==> src/i2cm_seq_pkg.sv <==
package i2cm_seq_pkg;

  // Write buffer depth and the widths that follow from it
  localparam int BUFFER_DEPTH = 32;
  localparam int IDX_W        = $clog2(BUFFER_DEPTH);
  localparam int CNT_W        = $clog2(BUFFER_DEPTH + 1);

  typedef enum logic [1:0] {
    ACT_LOAD  = 2'd0,
    ACT_WRITE = 2'd1,
    ACT_READ  = 2'd2,
    ACT_EVENT = 2'd3
  } action_t;

  typedef enum logic [2:0] {
    BUS_NONE      = 3'd0,
    BUS_START     = 3'd1,
    BUS_TRANSMIT  = 3'd2,
    BUS_RESTART   = 3'd3,
    BUS_RX_ENABLE = 3'd4,
    BUS_ACK       = 3'd5,
    BUS_NACK_STOP = 3'd6,
    BUS_STOP      = 3'd7
  } bus_cmd_t;

  typedef enum logic [3:0] {
    PH_IDLE      = 4'd0,
    PH_W_ADDR    = 4'd1,
    PH_W_CMD     = 4'd2,
    PH_W_DATA    = 4'd3,
    PH_R_ADDR    = 4'd4,
    PH_R_REG     = 4'd5,
    PH_R_RESTART = 4'd6,
    PH_R_ADDR_RD = 4'd7,
    PH_R_ENABLE  = 4'd8,
    PH_R_WAIT    = 4'd9
  } phase_t;

  typedef struct packed {
    action_t    action;
    logic [7:0] slave_byte;
    logic [7:0] command_byte;
    logic [7:0] payload_byte;
    logic [5:0] byte_count;
    logic       transmit_busy;
    logic       receive_full;
    logic [7:0] received_byte;
  } in_word_t;

  typedef struct packed {
    bus_cmd_t   bus_command;
    logic [7:0] transmit_byte;
    logic       read_valid;
    logic [7:0] read_data;
    logic       read_last;
    logic       request_ignored;
    logic       busy_res;
  } out_word_t;

endpackage

==> src/i2c_master_transaction_sequencer.sv <==
// Channel | Ports                            | Word
// input   | in_valid, in_ready, in_word      | in_word_t: request or engine event
// output  | out_valid, out_ready, out_word   | out_word_t: bus command, read byte
//
// One word in per cycle while in_ready is high; its result is in the output register in the next cycle.
// The write buffer is a synchronous RAM whose read port always points at the
// next send position, so the byte is ready before the data event arrives.
// in_ready drops only while a result is held and out_ready is low.
// Reset (rst_n, synchronous) puts the sequencer idle with an empty buffer;
// buffer contents are not cleared.
module i2c_master_transaction_sequencer
  import i2cm_seq_pkg::*;
(
  input  logic      clk,
  input  logic      rst_n,
  input  logic      in_valid,
  output logic      in_ready,
  input  in_word_t  in_word,
  output logic      out_valid,
  input  logic      out_ready,
  output out_word_t out_word
);

  phase_t           phase_r, phase_nxt;
  logic [CNT_W-1:0] payload_fill_r, payload_fill_nxt;
  logic [CNT_W-1:0] send_position_r, send_position_nxt;
  logic [CNT_W-1:0] write_total_r, write_total_nxt;
  logic [CNT_W-1:0] read_total_r, read_total_nxt;
  logic [CNT_W-1:0] read_position_r, read_position_nxt;
  logic [7:0]       target_address_r, target_address_nxt;
  logic [7:0]       target_command_r, target_command_nxt;

  logic             out_valid_r;
  out_word_t        out_word_r;
  out_word_t        res;

  logic             in_accept;
  logic [5:0]       read_count;

  // Write buffer RAM
  logic [7:0]       payload_mem [BUFFER_DEPTH];
  logic             mem_we;
  logic [IDX_W-1:0] mem_waddr;
  logic [IDX_W-1:0] mem_raddr;
  logic [7:0]       mem_rdata_r;

  assign in_ready  = !out_valid_r || out_ready;
  assign in_accept = in_valid && in_ready;
  assign out_valid = out_valid_r;
  assign out_word  = out_word_r;

  assign mem_waddr  = payload_fill_r[IDX_W-1:0];
  assign mem_raddr  = send_position_nxt[IDX_W-1:0];
  assign read_count = (in_word.byte_count == 6'd0) ? 6'd1 : in_word.byte_count;

  // RAM: one write, one registered read with same-address forwarding
  always_ff @(posedge clk) begin
    if (mem_we) begin
      payload_mem[mem_waddr] <= in_word.payload_byte;
    end
    if (mem_we && (mem_waddr == mem_raddr)) begin
      mem_rdata_r <= in_word.payload_byte;
    end else begin
      mem_rdata_r <= payload_mem[mem_raddr];
    end
  end

  // Sequencer state
  always_ff @(posedge clk) begin
    if (!rst_n) begin
      phase_r          <= PH_IDLE;
      payload_fill_r   <= '0;
      send_position_r  <= '0;
      write_total_r    <= '0;
      read_total_r     <= '0;
      read_position_r  <= '0;
      target_address_r <= '0;
      target_command_r <= '0;
    end else begin
      phase_r          <= phase_nxt;
      payload_fill_r   <= payload_fill_nxt;
      send_position_r  <= send_position_nxt;
      write_total_r    <= write_total_nxt;
      read_total_r     <= read_total_nxt;
      read_position_r  <= read_position_nxt;
      target_address_r <= target_address_nxt;
      target_command_r <= target_command_nxt;
    end
  end

  // Output register
  always_ff @(posedge clk) begin
    if (!rst_n) begin
      out_valid_r <= 1'b0;
    end else if (in_ready) begin
      out_valid_r <= in_valid;
    end
  end

  always_ff @(posedge clk) begin
    if (in_accept) begin
      out_word_r <= res;
    end
  end

  // Next state and result
  always_comb begin
    phase_nxt          = phase_r;
    payload_fill_nxt   = payload_fill_r;
    send_position_nxt  = send_position_r;
    write_total_nxt    = write_total_r;
    read_total_nxt     = read_total_r;
    read_position_nxt  = read_position_r;
    target_address_nxt = target_address_r;
    target_command_nxt = target_command_r;
    mem_we             = 1'b0;
    res                = '0;
    res.bus_command    = BUS_NONE;

    if (in_accept) begin
      if (in_word.action != ACT_EVENT) begin
        if (phase_r != PH_IDLE) begin
          res.request_ignored = 1'b1;
        end else begin
          unique case (in_word.action)
            ACT_LOAD: begin
              if (32'(payload_fill_r) < 32'(BUFFER_DEPTH)) begin
                mem_we           = 1'b1;
                payload_fill_nxt = payload_fill_r + CNT_W'(1);
              end
            end
            ACT_WRITE: begin
              target_address_nxt = {in_word.slave_byte[7:1], 1'b0};
              target_command_nxt = in_word.command_byte;
              write_total_nxt    = (32'(in_word.byte_count) < 32'(BUFFER_DEPTH)) ?
                                   CNT_W'(in_word.byte_count) : CNT_W'(BUFFER_DEPTH);
              send_position_nxt  = '0;
              phase_nxt          = PH_W_ADDR;
              res.bus_command    = BUS_START;
            end
            ACT_READ: begin
              target_address_nxt = {in_word.slave_byte[7:1], 1'b0};
              target_command_nxt = in_word.command_byte;
              read_total_nxt     = (32'(read_count) < 32'(BUFFER_DEPTH)) ?
                                   CNT_W'(read_count) : CNT_W'(BUFFER_DEPTH);
              read_position_nxt  = '0;
              phase_nxt          = PH_R_ADDR;
              res.bus_command    = BUS_START;
            end
            default: ;
          endcase
        end
      end else begin
        unique case (phase_r)
          PH_IDLE: ;
          PH_W_ADDR: begin
            if (!in_word.transmit_busy) begin
              res.bus_command   = BUS_TRANSMIT;
              res.transmit_byte = target_address_r;
              phase_nxt         = PH_W_CMD;
            end
          end
          PH_W_CMD: begin
            if (!in_word.transmit_busy) begin
              res.bus_command   = BUS_TRANSMIT;
              res.transmit_byte = target_command_r;
              phase_nxt         = PH_W_DATA;
            end
          end
          PH_W_DATA: begin
            if (!in_word.transmit_busy) begin
              if (send_position_r < write_total_r &&
                  32'(send_position_r) < 32'(BUFFER_DEPTH)) begin
                res.bus_command   = BUS_TRANSMIT;
                res.transmit_byte = mem_rdata_r;
                send_position_nxt = send_position_r + CNT_W'(1);
              end else begin
                res.bus_command   = BUS_STOP;
                payload_fill_nxt  = '0;
                send_position_nxt = '0;
                phase_nxt         = PH_IDLE;
              end
            end
          end
          PH_R_ADDR: begin
            res.bus_command   = BUS_TRANSMIT;
            res.transmit_byte = target_address_r;
            phase_nxt         = PH_R_REG;
          end
          PH_R_REG: begin
            res.bus_command   = BUS_TRANSMIT;
            res.transmit_byte = target_command_r;
            phase_nxt         = PH_R_RESTART;
          end
          PH_R_RESTART: begin
            res.bus_command = BUS_RESTART;
            phase_nxt       = PH_R_ADDR_RD;
          end
          PH_R_ADDR_RD: begin
            res.bus_command   = BUS_TRANSMIT;
            res.transmit_byte = {target_address_r[7:1], 1'b1};
            phase_nxt         = PH_R_ENABLE;
          end
          PH_R_ENABLE: begin
            res.bus_command = BUS_RX_ENABLE;
            phase_nxt       = PH_R_WAIT;
          end
          PH_R_WAIT: begin
            if (in_word.receive_full) begin
              res.read_valid = 1'b1;
              res.read_data  = in_word.received_byte;
              if (read_position_r + CNT_W'(1) < read_total_r) begin
                res.bus_command   = BUS_ACK;
                read_position_nxt = read_position_r + CNT_W'(1);
                phase_nxt         = PH_R_ENABLE;
              end else begin
                res.bus_command   = BUS_NACK_STOP;
                res.read_last     = 1'b1;
                read_position_nxt = '0;
                phase_nxt         = PH_IDLE;
              end
            end
          end
          default: phase_nxt = PH_IDLE;
        endcase
      end
      res.busy_res = (phase_nxt != PH_IDLE);
    end
  end

  // Checks
  a_last_closes: assert property (@(posedge clk) disable iff (!rst_n)
    out_valid_r && out_word_r.read_last |->
      out_word_r.bus_command == BUS_NACK_STOP && !out_word_r.busy_res)
    else $error("last read byte without nack/stop or still busy");

  a_fill_bound: assert property (@(posedge clk) disable iff (!rst_n)
    32'(payload_fill_r) <= 32'(BUFFER_DEPTH))
    else $error("payload fill beyond buffer depth");

  a_read_pos: assert property (@(posedge clk) disable iff (!rst_n)
    (phase_r == PH_R_WAIT || phase_r == PH_R_ENABLE) |-> read_position_r < read_total_r)
    else $error("read position past read length");

  a_load_counts: assert property (@(posedge clk) disable iff (!rst_n)
    in_accept && in_word.action == ACT_LOAD && phase_r == PH_IDLE &&
    32'(payload_fill_r) < 32'(BUFFER_DEPTH) |=>
      payload_fill_r == $past(payload_fill_r) + CNT_W'(1))
    else $error("payload load not counted");

endmodule
==> config.mk <==
export PLATFORM = sky130hd
export DESIGN_NAME = i2c_master_transaction_sequencer
export DESIGN_NICKNAME = d
export VERILOG_FILES = /design/src/i2cm_seq_pkg.sv /design/src/i2c_master_transaction_sequencer.sv
export SDC_FILE = /design/constraint.sdc
export NUM_CORES = 1
export LEC_CHECK = 0
export BUFFER_PORTS_ARGS = -buffer_cell sky130_fd_sc_hd__buf_4
export CAP_MARGIN = 20
export CORE_UTILIZATION = 45
export CTS_CLUSTER_SIZE = 30
export DETAILED_ROUTE_END_ITERATION = 6
export PLACE_DENSITY = 0.59
export SYNTH_ARGS = -nofsm -noshare
export SYNTH_HDL_FRONTEND = slang
export SYNTH_SLANG_ARGS = --single-unit
==> constraint.sdc <==
create_clock -name clk -period 3.8 [get_ports clk]
set_clock_uncertainty 0.15 [all_clocks]
set_input_delay 0.19 -clock clk [delete_from_list [all_inputs] [get_ports clk]]
set_output_delay 0.19 -clock clk [all_outputs]
set_load 0.05 [all_outputs]
; ---- Yosys cells after proc, flatten, opt, wreduce, memory -nomap -nowiden
; Memory sizes are Yosys's and may differ from the RTL's. A register that Yosys moved wholly into a read port is not among the register bits.
; Cells that the tools add are included.
[word_totals]
register_bits = 73
word_cells = 127
ram_bits = 256
n_memories = 1
in_bits = 46
[mem_list]
columns = name, depth, width, rd, rd_ports_with_merged_regs, wr, line
row1 = payload_mem, 32, 8, 1, 1, 1, i2c_master_transaction_sequencer.sv:41  ; logic [7:0] payload_mem [BUFFER_DEPTH];
[classes]
eq_ne = 19
bitwise = 3
n_reduce_logical = 22
addsub = 3
n_mux = 56
magnitude_cmp = 6
[ops]
columns = operator, count
row1 = two-way mux 6 bit, 22
row2 = one-hot mux 8 bit (6 select lines), 1
row3 = one-hot mux 4 bit (10 select lines), 1
row4 = two-way mux 4 bit, 9
row5 = two-way mux 10 bit, 3
row6 = "< comparator 6 bit, second input constant", 4
row7 = one-hot mux 3 bit (7 select lines), 1
row8 = "adder 6 x 1 -> 6 bit, second input constant", 3
row9 = "== test 4 x 3 -> 1 bit, second input constant", 4
row10 = < comparator 6 bit, 2
row11 = AND reduction 4 bit, 3
row12 = two-way mux 1 bit, 11
row13 = two-way mux 11 bit, 1
row14 = "inequality test 2 x 1 -> 1 bit, second input constant", 5
row15 = AND reduction 5 bit, 2
row16 = two-way mux 3 bit, 3
row17 = "== test 4 x 2 -> 1 bit, second input constant", 2
row18 = "== test 4 bit, second input constant", 2
row19 = two-way mux 8 bit, 1
row20 = one-hot mux 4 bit (2 select lines), 1
row21 = nonzero test 4 bit, 2
row22 = AND reduction 7 bit, 1
row23 = zero test 6 bit, 1
row24 = "inequality test 2 bit, second input constant", 3
row25 = 14 further kinds, 21

; ---- Longest topological paths before layout
; Gate-level depths: netlist of the first run.
[logic_depth]
ltp_word = 8
mapped_depth = 10
depth_no_buf = 10

; ---- Worst setup path after synthesis of the first run
; OpenSTA, ideal clock, no wires.
[synth_path]
kind = reg-to-reg
start = register out_valid_r, in the netlist out_valid
end = memory payload_mem[10][0] (enable)
stages_incl_launch_ff = 9
arrival_ns = 3.122
setup_ns = 0.370
period_less_slack_ns = 3.642
path_buffers = 1
slack_ns = 0.158
path_cell_list = dfxtp_1 -> nand2b_1 -> nand2_1 -> inv_1 -> clkbuf_1 -> nand2_1 -> nor2_1 -> nand2_1 -> nor2_1
[synth_via]
elab_chain_len = 6
[synth_rtl]
columns = item, line
row1 = start: declaration, i2c_master_transaction_sequencer.sv:33  ; logic out_valid_r;
row2 = start signal: assignment, i2c_master_transaction_sequencer.sv:96  ; out_valid_r <= in_valid;
row3 = zero test 1 bit, i2c_master_transaction_sequencer.sv:47  ; assign in_ready = !out_valid_r || out_ready;
row4 = logical OR 1 bit, i2c_master_transaction_sequencer.sv:47
row5 = net in_ready, i2c_master_transaction_sequencer.sv:17  ; output logic in_ready,
row6 = logical AND 1 bit, i2c_master_transaction_sequencer.sv:48  ; assign in_accept = in_valid && in_ready;
row7 = net in_accept, i2c_master_transaction_sequencer.sv:37  ; logic in_accept;
row8 = two-way mux 1 bit, i2c_master_transaction_sequencer.sv:120  ; if (in_accept) begin
row9 = two-way mux 1 bit, i2c_master_transaction_sequencer.sv:58  ; if (mem_we) begin
row10 = two-way mux 1 bit (implied by the code), i2c_master_transaction_sequencer.sv:59  ; payload_mem[mem_waddr] <= in_word.payload_byte;
row11 = end: declaration, i2c_master_transaction_sequencer.sv:41
; The timed path passes the listed nets, and every way through them passes these cells.

; ---- Worst setup path after layout of the first run
[layout_path]
start = register out_valid_r, in the netlist out_valid
end = register target_command_r[3]
[layout_via]
elab_chain_len = 4
[layout_rtl]
columns = item, line
row1 = zero test 1 bit, i2c_master_transaction_sequencer.sv:47
row2 = logical OR 1 bit, i2c_master_transaction_sequencer.sv:47
row3 = logical AND 1 bit, i2c_master_transaction_sequencer.sv:48
row4 = AND reduction 4 bit (no source line), --
row5 = end signal: assignment, i2c_master_transaction_sequencer.sv:87  ; target_command_r <= target_command_nxt;
row6 = end: declaration, i2c_master_transaction_sequencer.sv:31  ; logic [7:0] target_command_r, target_command_nxt;
; Every way passes these cells.
; A chain may end at the register's enable or synchronous reset.

==> metrics, run 1 <==
Final GP Congestion=0.827; fraction of registers with async set or reset after synthesis=0%; worst reg2reg startpoint=out_valid; Max stage delay on crit path=0.55 ns; final worst-path cycle share=77.1%; vias after detailed routing=8119; TritonCTS clock tree=yes; synth cell count leaders=edfxtp_1 (279), nand2_1 (66), mux4_2 (64); Mapped Area=14000 sq um; number of top-level pins=71; yosys warns=0; Peak supply drop=0.000325 V; count of final setup violators=0; r2r setup slk=0.87 ns; vias in the first global route=8124; Placement Cell Area=15200 sq um; Mean Syn Cell Area=15.4 sq um; total CTS buffers=36; crit path launch=out_valid; Post-DRT Antenna Nets=0; syn_nets=977; Seq cells post-synth=334; drt wl/cell=20.7 um; status=complete, no violations; largest net degree at the start of global routing=49; Worst Tran Pin Value=0.813 ns; first-pass GRT wire length=47200 um; CP Launch Type=flop; EDFF count, synth=279; Yosys top cell by area=edfxtp_1; crit-path cells=nand2b_1, nand2_1, inv_1, buf_4, nand3_1, nand2_1, a21boi_0, dlygate4sd3_1; Worst-Skew Late Latency=0.52 ns; clk root buf=clkbuf_16; Worst setup endpoint=target_command_r[3]; Crit path top cell by count=nand2_1; worst-path fanout max=36; Nets=1133; post-CTS resize count=0; Die Width=178 um; clock sinks=334; Total Routed Length=30800 um; Final TNS setup=0 ns; Tot GR Track Use=20.0%; standard-cell row count=64; die area=31800 sq um; number of cells on the worst reg-to-reg path=8; IO buf count=69; Pins Over Slew Limit=0; fillers=2510; P_leak=5.65 nW; Required @ worst endpoint=4.06 ns; RSZ-0062 raised after global routing=no; count leader, synth=edfxtp_1; Tmin final=2.93 ns; reg2reg end=target_command_r[3]; H-Tree Depth=2; Post-Layout Inst Area=16800 sq um; crit path kind=flop to flop; number of vias per cell=5.46; Starting DRT DRC Count=621; starting density of the core=45.8%; max_cap viols=0; initial antenna violation count=0; total core area=30600 sq um; final antenna diode count=0; top_reg_cell synth=edfxtp_1; register area=9490 sq um; Hold Path Class=primary input to flop; P&R area growth vs syn=20.2%; synth unique cells=60; area of the multi-input gates=4200 sq um; Post-CTS Hold Buffers=46; total grt overflow=0; Yosys top cell area share=59.8%; Clk pin slew, worst setup/hold paths=0.06 ns; Relative slew margins=45.7%; Longest Clk Path Bufs=3; final hold violations=0; f_max=341 MHz; ranking of synthesized cells by area=edfxtp_1 (60%), mux4_2 (10%), dfxtp_1 (7.9%), ha_1 (2.0%), mux2i_1 (1.9%); die height=178 um; Critical Path Sink Type=flop; DR pass1 iterations=5; crit path DAT=3.19 ns; postcts setup bufs=0; Cell Pwr Density=464 nW/um^2; DRC Markers=0; sequential-to-total area share from yosys stat=67.7%; post-DP HPWL=19100 um; CP max-delay cell=nand3_1; Synth Instances=909; share of post-route cells with drive strength above 1=22.7%
worst max-delay path, delay by kind of cell, from the launching register on:
family	cells	cell delay [ns]
simple gates	4	1.14
compound gates	1	0.09
flops	1	0.31
buf+inv	3	1.11
cells by family (layout without fill, tap and decap cells):
group / after synthesis / after routing / synth area share, %
compound gates: 149 / 149 / 6.93
buf+inv: 75 / 257 / 2.35
flops: 334 / 334 / 67.7
mux: 94 / 94 / 12.5
fa+ha+maj: 22 / 22 / 1.96
simple gates: 233 / 233 / 8.50
xor+xnor: 2 / 2 / 0.125
state kept, by name, indices dropped and copies added, names as in the netlist, named ones only:
name / cells
target_address_r: 7
read_position_r: 6
payload_fill_r: 6
out_valid: 1
out_word: 23
phase_r: 4
write_total_r: 6
send_position_r: 6
target_command_r: 8
payload_mem: 256
read_total_r: 6
placed cells by master (no fill, tap or decap), types with 4 or more instances in the layout:
cell type	n
a211oi_1	19
a21boi_0	21
a21oi_1	37
a22oi_1	15
and2_1	16
and3_1	4
buf_4	117
bufinv_16	4
clkbuf_1	8
clkbuf_16	37
clkinv_1	7
clkinv_2	4
dfxtp_1	52
dlygate4sd3_1	46
edfxtp_1	279
ha_1	22
inv_1	27
mux2i_1	27
mux4_2	64
nand2_1	66
nand3_1	16
nand4_1	4
nor2_1	54
nor2b_1	37
nor3_1	8
o211ai_1	4
o21ai_0	29
o31ai_1	4
or4_1	4
metrics by stage:
stage	utilization, %	worst slack, ns	hold slack [ns]	std cells	power, W
floorplan	-	0.158	0.139	909	0.00427
CTS	55.0	0.805	0.159	1487	0.00790
global route	55.0	0.640	0.233	1487	0.00805
detailed placement	49.8	0.810	0.309	1377	0.00442
global placement	49.8	0.823	0.302	1377	0.00442
finish	55.0	0.869	0.188	1487	0.00782
worst min path at each step:
| stage | cells after the start | start | slack [ns] | endpoint |
|---|---|---|---|---|
| detailed placement | 2 | target_address_r[5] | 0.31 | target_address_r[5] |
| global placement | 2 | target_address_r[1] | 0.30 | target_address_r[1] |
| global route | 5 | in_word[40] | 0.23 | flop |
| finish | 5 | in_word[40] | 0.19 | flop |
| CTS | 5 | in_word[41] | 0.16 | phase_r[2] |
| floorplan | 0 | in_word[16] | 0.14 | payload_mem[0][0] |
power breakdown:
part	leakage (nW)	internal (W)	switching (W)	total, W
Combinational	2.10	0.000140	0.000236	0.000376
Sequential	2.98	0.00399	0.0000164	0.00401
Clock	0.562	0.00206	0.00137	0.00344
layout make-up:
class                   count  area share (%)
well taps                 396            2.94
flip-flops and latches    334            56.3
clock inverters            19            1.19
multi-input cells         500            24.9
inverters                  27           0.602
repair buffers            166            8.31
clock buffers              45            5.68
per-layer routing:
metal	up-vias	track usage, %	share of wire (%)
li1	3824	-	-
met1	4023	29.5	46
met2	230	31.2	46
met3	42	2.75	5.8
met4	0	5.54	1.9
met5	-	0	0
Power figures use the tool's default switching activity.
==> run 2, diff against run 1 <==
Clock period 3.8 ns to 3 ns, I/O delays scaled along.
==> run 2 against run 1 <==
Sequential power increased by 27%. Sequential share of layout area decreased by 0.67 points. Power increased by 23%. Non-clock buffer count increased by 30. Critical path type unchanged. Critical endpoint is now target_command_r[4]. Largest power group unchanged.
==> metrics, run 2 (synthesis gave the netlist of run 1 again) <==
Cell Pwr Density=563 nW/um^2 (+21%); final antenna diode count=0 (unchanged); Hold Slack=0.180 ns (-0.00778 ns); total grt overflow=0 (unchanged); most common cell after layout, fill and taps aside=edfxtp_1; final hold violations=0 (unchanged); status=complete, no violations; Relative slew margins=59.4% (+14 points); most frequent cells in the layout=edfxtp_1 (279), buf_4 (131), nand2_1 (66); IO buf count=69 (unchanged); vias in the first global route=8243 (+1.5%); clk root buf=clkbuf_16; Longest Clk Path Bufs=3 (unchanged); CP Launch Type=flop; total core area=30600 sq um (unchanged); Hold Path Class=primary input to flop; Post-DRT Antenna Nets=0 (unchanged); die height=178 um (unchanged); starting density of the core=45.8% (unchanged); drt wl/cell=20.5 um (-1.2%); TritonCTS clock tree=yes; Clk pin slew, worst setup/hold paths=0.06 ns (about the same); clock sinks=334 (unchanged); standard-cell row count=64 (unchanged); Tmin final=2.76 ns (-0.171 ns); DR pass1 iterations=5 (unchanged); Pins Over Slew Limit=0 (unchanged); Starting DRT DRC Count=649 (+4.5%); Total Routed Length=31000 um (+0.65%); Reg with most FFs=payload_mem; Nets=1163 (+2.6%); Critical Path Sink Type=flop; Required @ worst endpoint=3.24 ns (-0.82 ns); RSZ-0062 raised after global routing=no; postcts setup bufs=0 (unchanged); count of final setup violators=0 (unchanged); Die Width=178 um (unchanged); number of top-level pins=71 (unchanged); Worst Tran Pin Value=0.608 ns (-0.205 ns); Final GP Congestion=0.837 (+1.2%); Tot GR Track Use=20.1% (+0.039 points); initial antenna violation count=0 (unchanged); Worst-Skew Late Latency=0.52 ns (about the same); post-DP HPWL=19400 um (+1.8%); largest net degree at the start of global routing=48 (-2.0%); share of post-route cells with drive strength above 1=23.6% (+0.86 points); # placed instances=1394 (+1.2%); max_cap viols=0 (unchanged); final worst-path cycle share=92.0% (+15 points); fillers=2462 (-1.9%); Final TNS setup=0 ns (unchanged); Post-Layout Cell Count=1515 (+1.9%); H-Tree Depth=2 (unchanged); worst-path fanout max=15 (-58%); DRC Markers=0 (unchanged); max FFs per register=256 (unchanged); P_leak=5.78 nW (+2.3%); crit path kind=flop to flop; first-pass GRT wire length=47600 um (+0.75%); P&R area growth vs syn=21.6%; f_max=362 MHz (+6.2%); total CTS buffers=36 (unchanged); number of vias per cell=5.44 (-0.28%); die area=31800 sq um (unchanged); crit path DAT=3.00 ns (-0.19 ns); Peak supply drop=0.000367 V (+13%); vias after detailed routing=8249 (+1.6%)
## run 2: critical path: stages (launching register included)
cell,delay [ns]
dfxtp_1,0.47
nor4_4,0.34
buf_4,0.24
and2_1,0.16
nand3_1,0.42
nand2_1,0.21
a21boi_0,0.10
dlygate4sd3_1,0.56
## run 2: cell type report
type	instances	area, sq um	share of cell area (%)
inverters	27	101	0.595
clock buffers	45	935	5.49
well taps	396	495	2.91
repair buffers	196	1690	9.94
flip-flops and latches	334	9490	55.7
multi-input cells	500	4210	24.7
clock inverters	17	123	0.720
## run 2: routing by layer
| metal | vias to the layer above | part of all wire, % | global-route usage [%] |
|---|---|---|---|
| met5 | - | 0 | 0 |
| met4 | 0 | 2.0 | 5.58 |
| met3 | 49 | 4.5 | 2.96 |
| met2 | 213 | 46 | 30.5 |
| met1 | 4097 | 48 | 30.1 |
| li1 | 3890 | - | - |
## run 2: through the flow
step	total power [W]	setup slack, ns	util, %	instance area [sq um]
floorplan	0.00541	0.138	-	14000
global placement	0.00560	0.305	50.3	15400
detailed placement	0.00561	0.224	50.3	15400
CTS	0.00968	0.208	55.7	17000
global route	0.00990	0.0214	55.7	17000
finish	0.00959	0.239	55.7	17000
## run 2: what timing repair did
item	CTS	global route
hold buffers	59	0
hold endpoints to repair	309	0
gates resized for setup	0	1
setup endpoints to repair	0	4
## run 2: path summary, 6_finish.rpt
kind / slack [ns] / cells past startpoint / startpoint / to
worst max-delay path: 0.24 / 7 / phase_r[1] / target_command_r[4]
worst min-delay path: 0.18 / 5 / in_word[40] / flop
worst max register to register: 0.24 / 7 / phase_r[1] / target_command_r[4]
worst min register to register: 0.32 / 2 / payload_fill_r[5] / payload_fill_r[5]
## run 2: report_power, final
part / switching [W] / leakage (nW) / internal (W) / total, W
logic: 0.000299 / 2.29 / 0.000189 / 0.000487
clock network: 0.00172 / 0.511 / 0.00230 / 0.00402
registers: 0.0000240 / 2.98 / 0.00506 / 0.00508
total: 0.00205 / 5.78 / 0.00754 / 0.00959
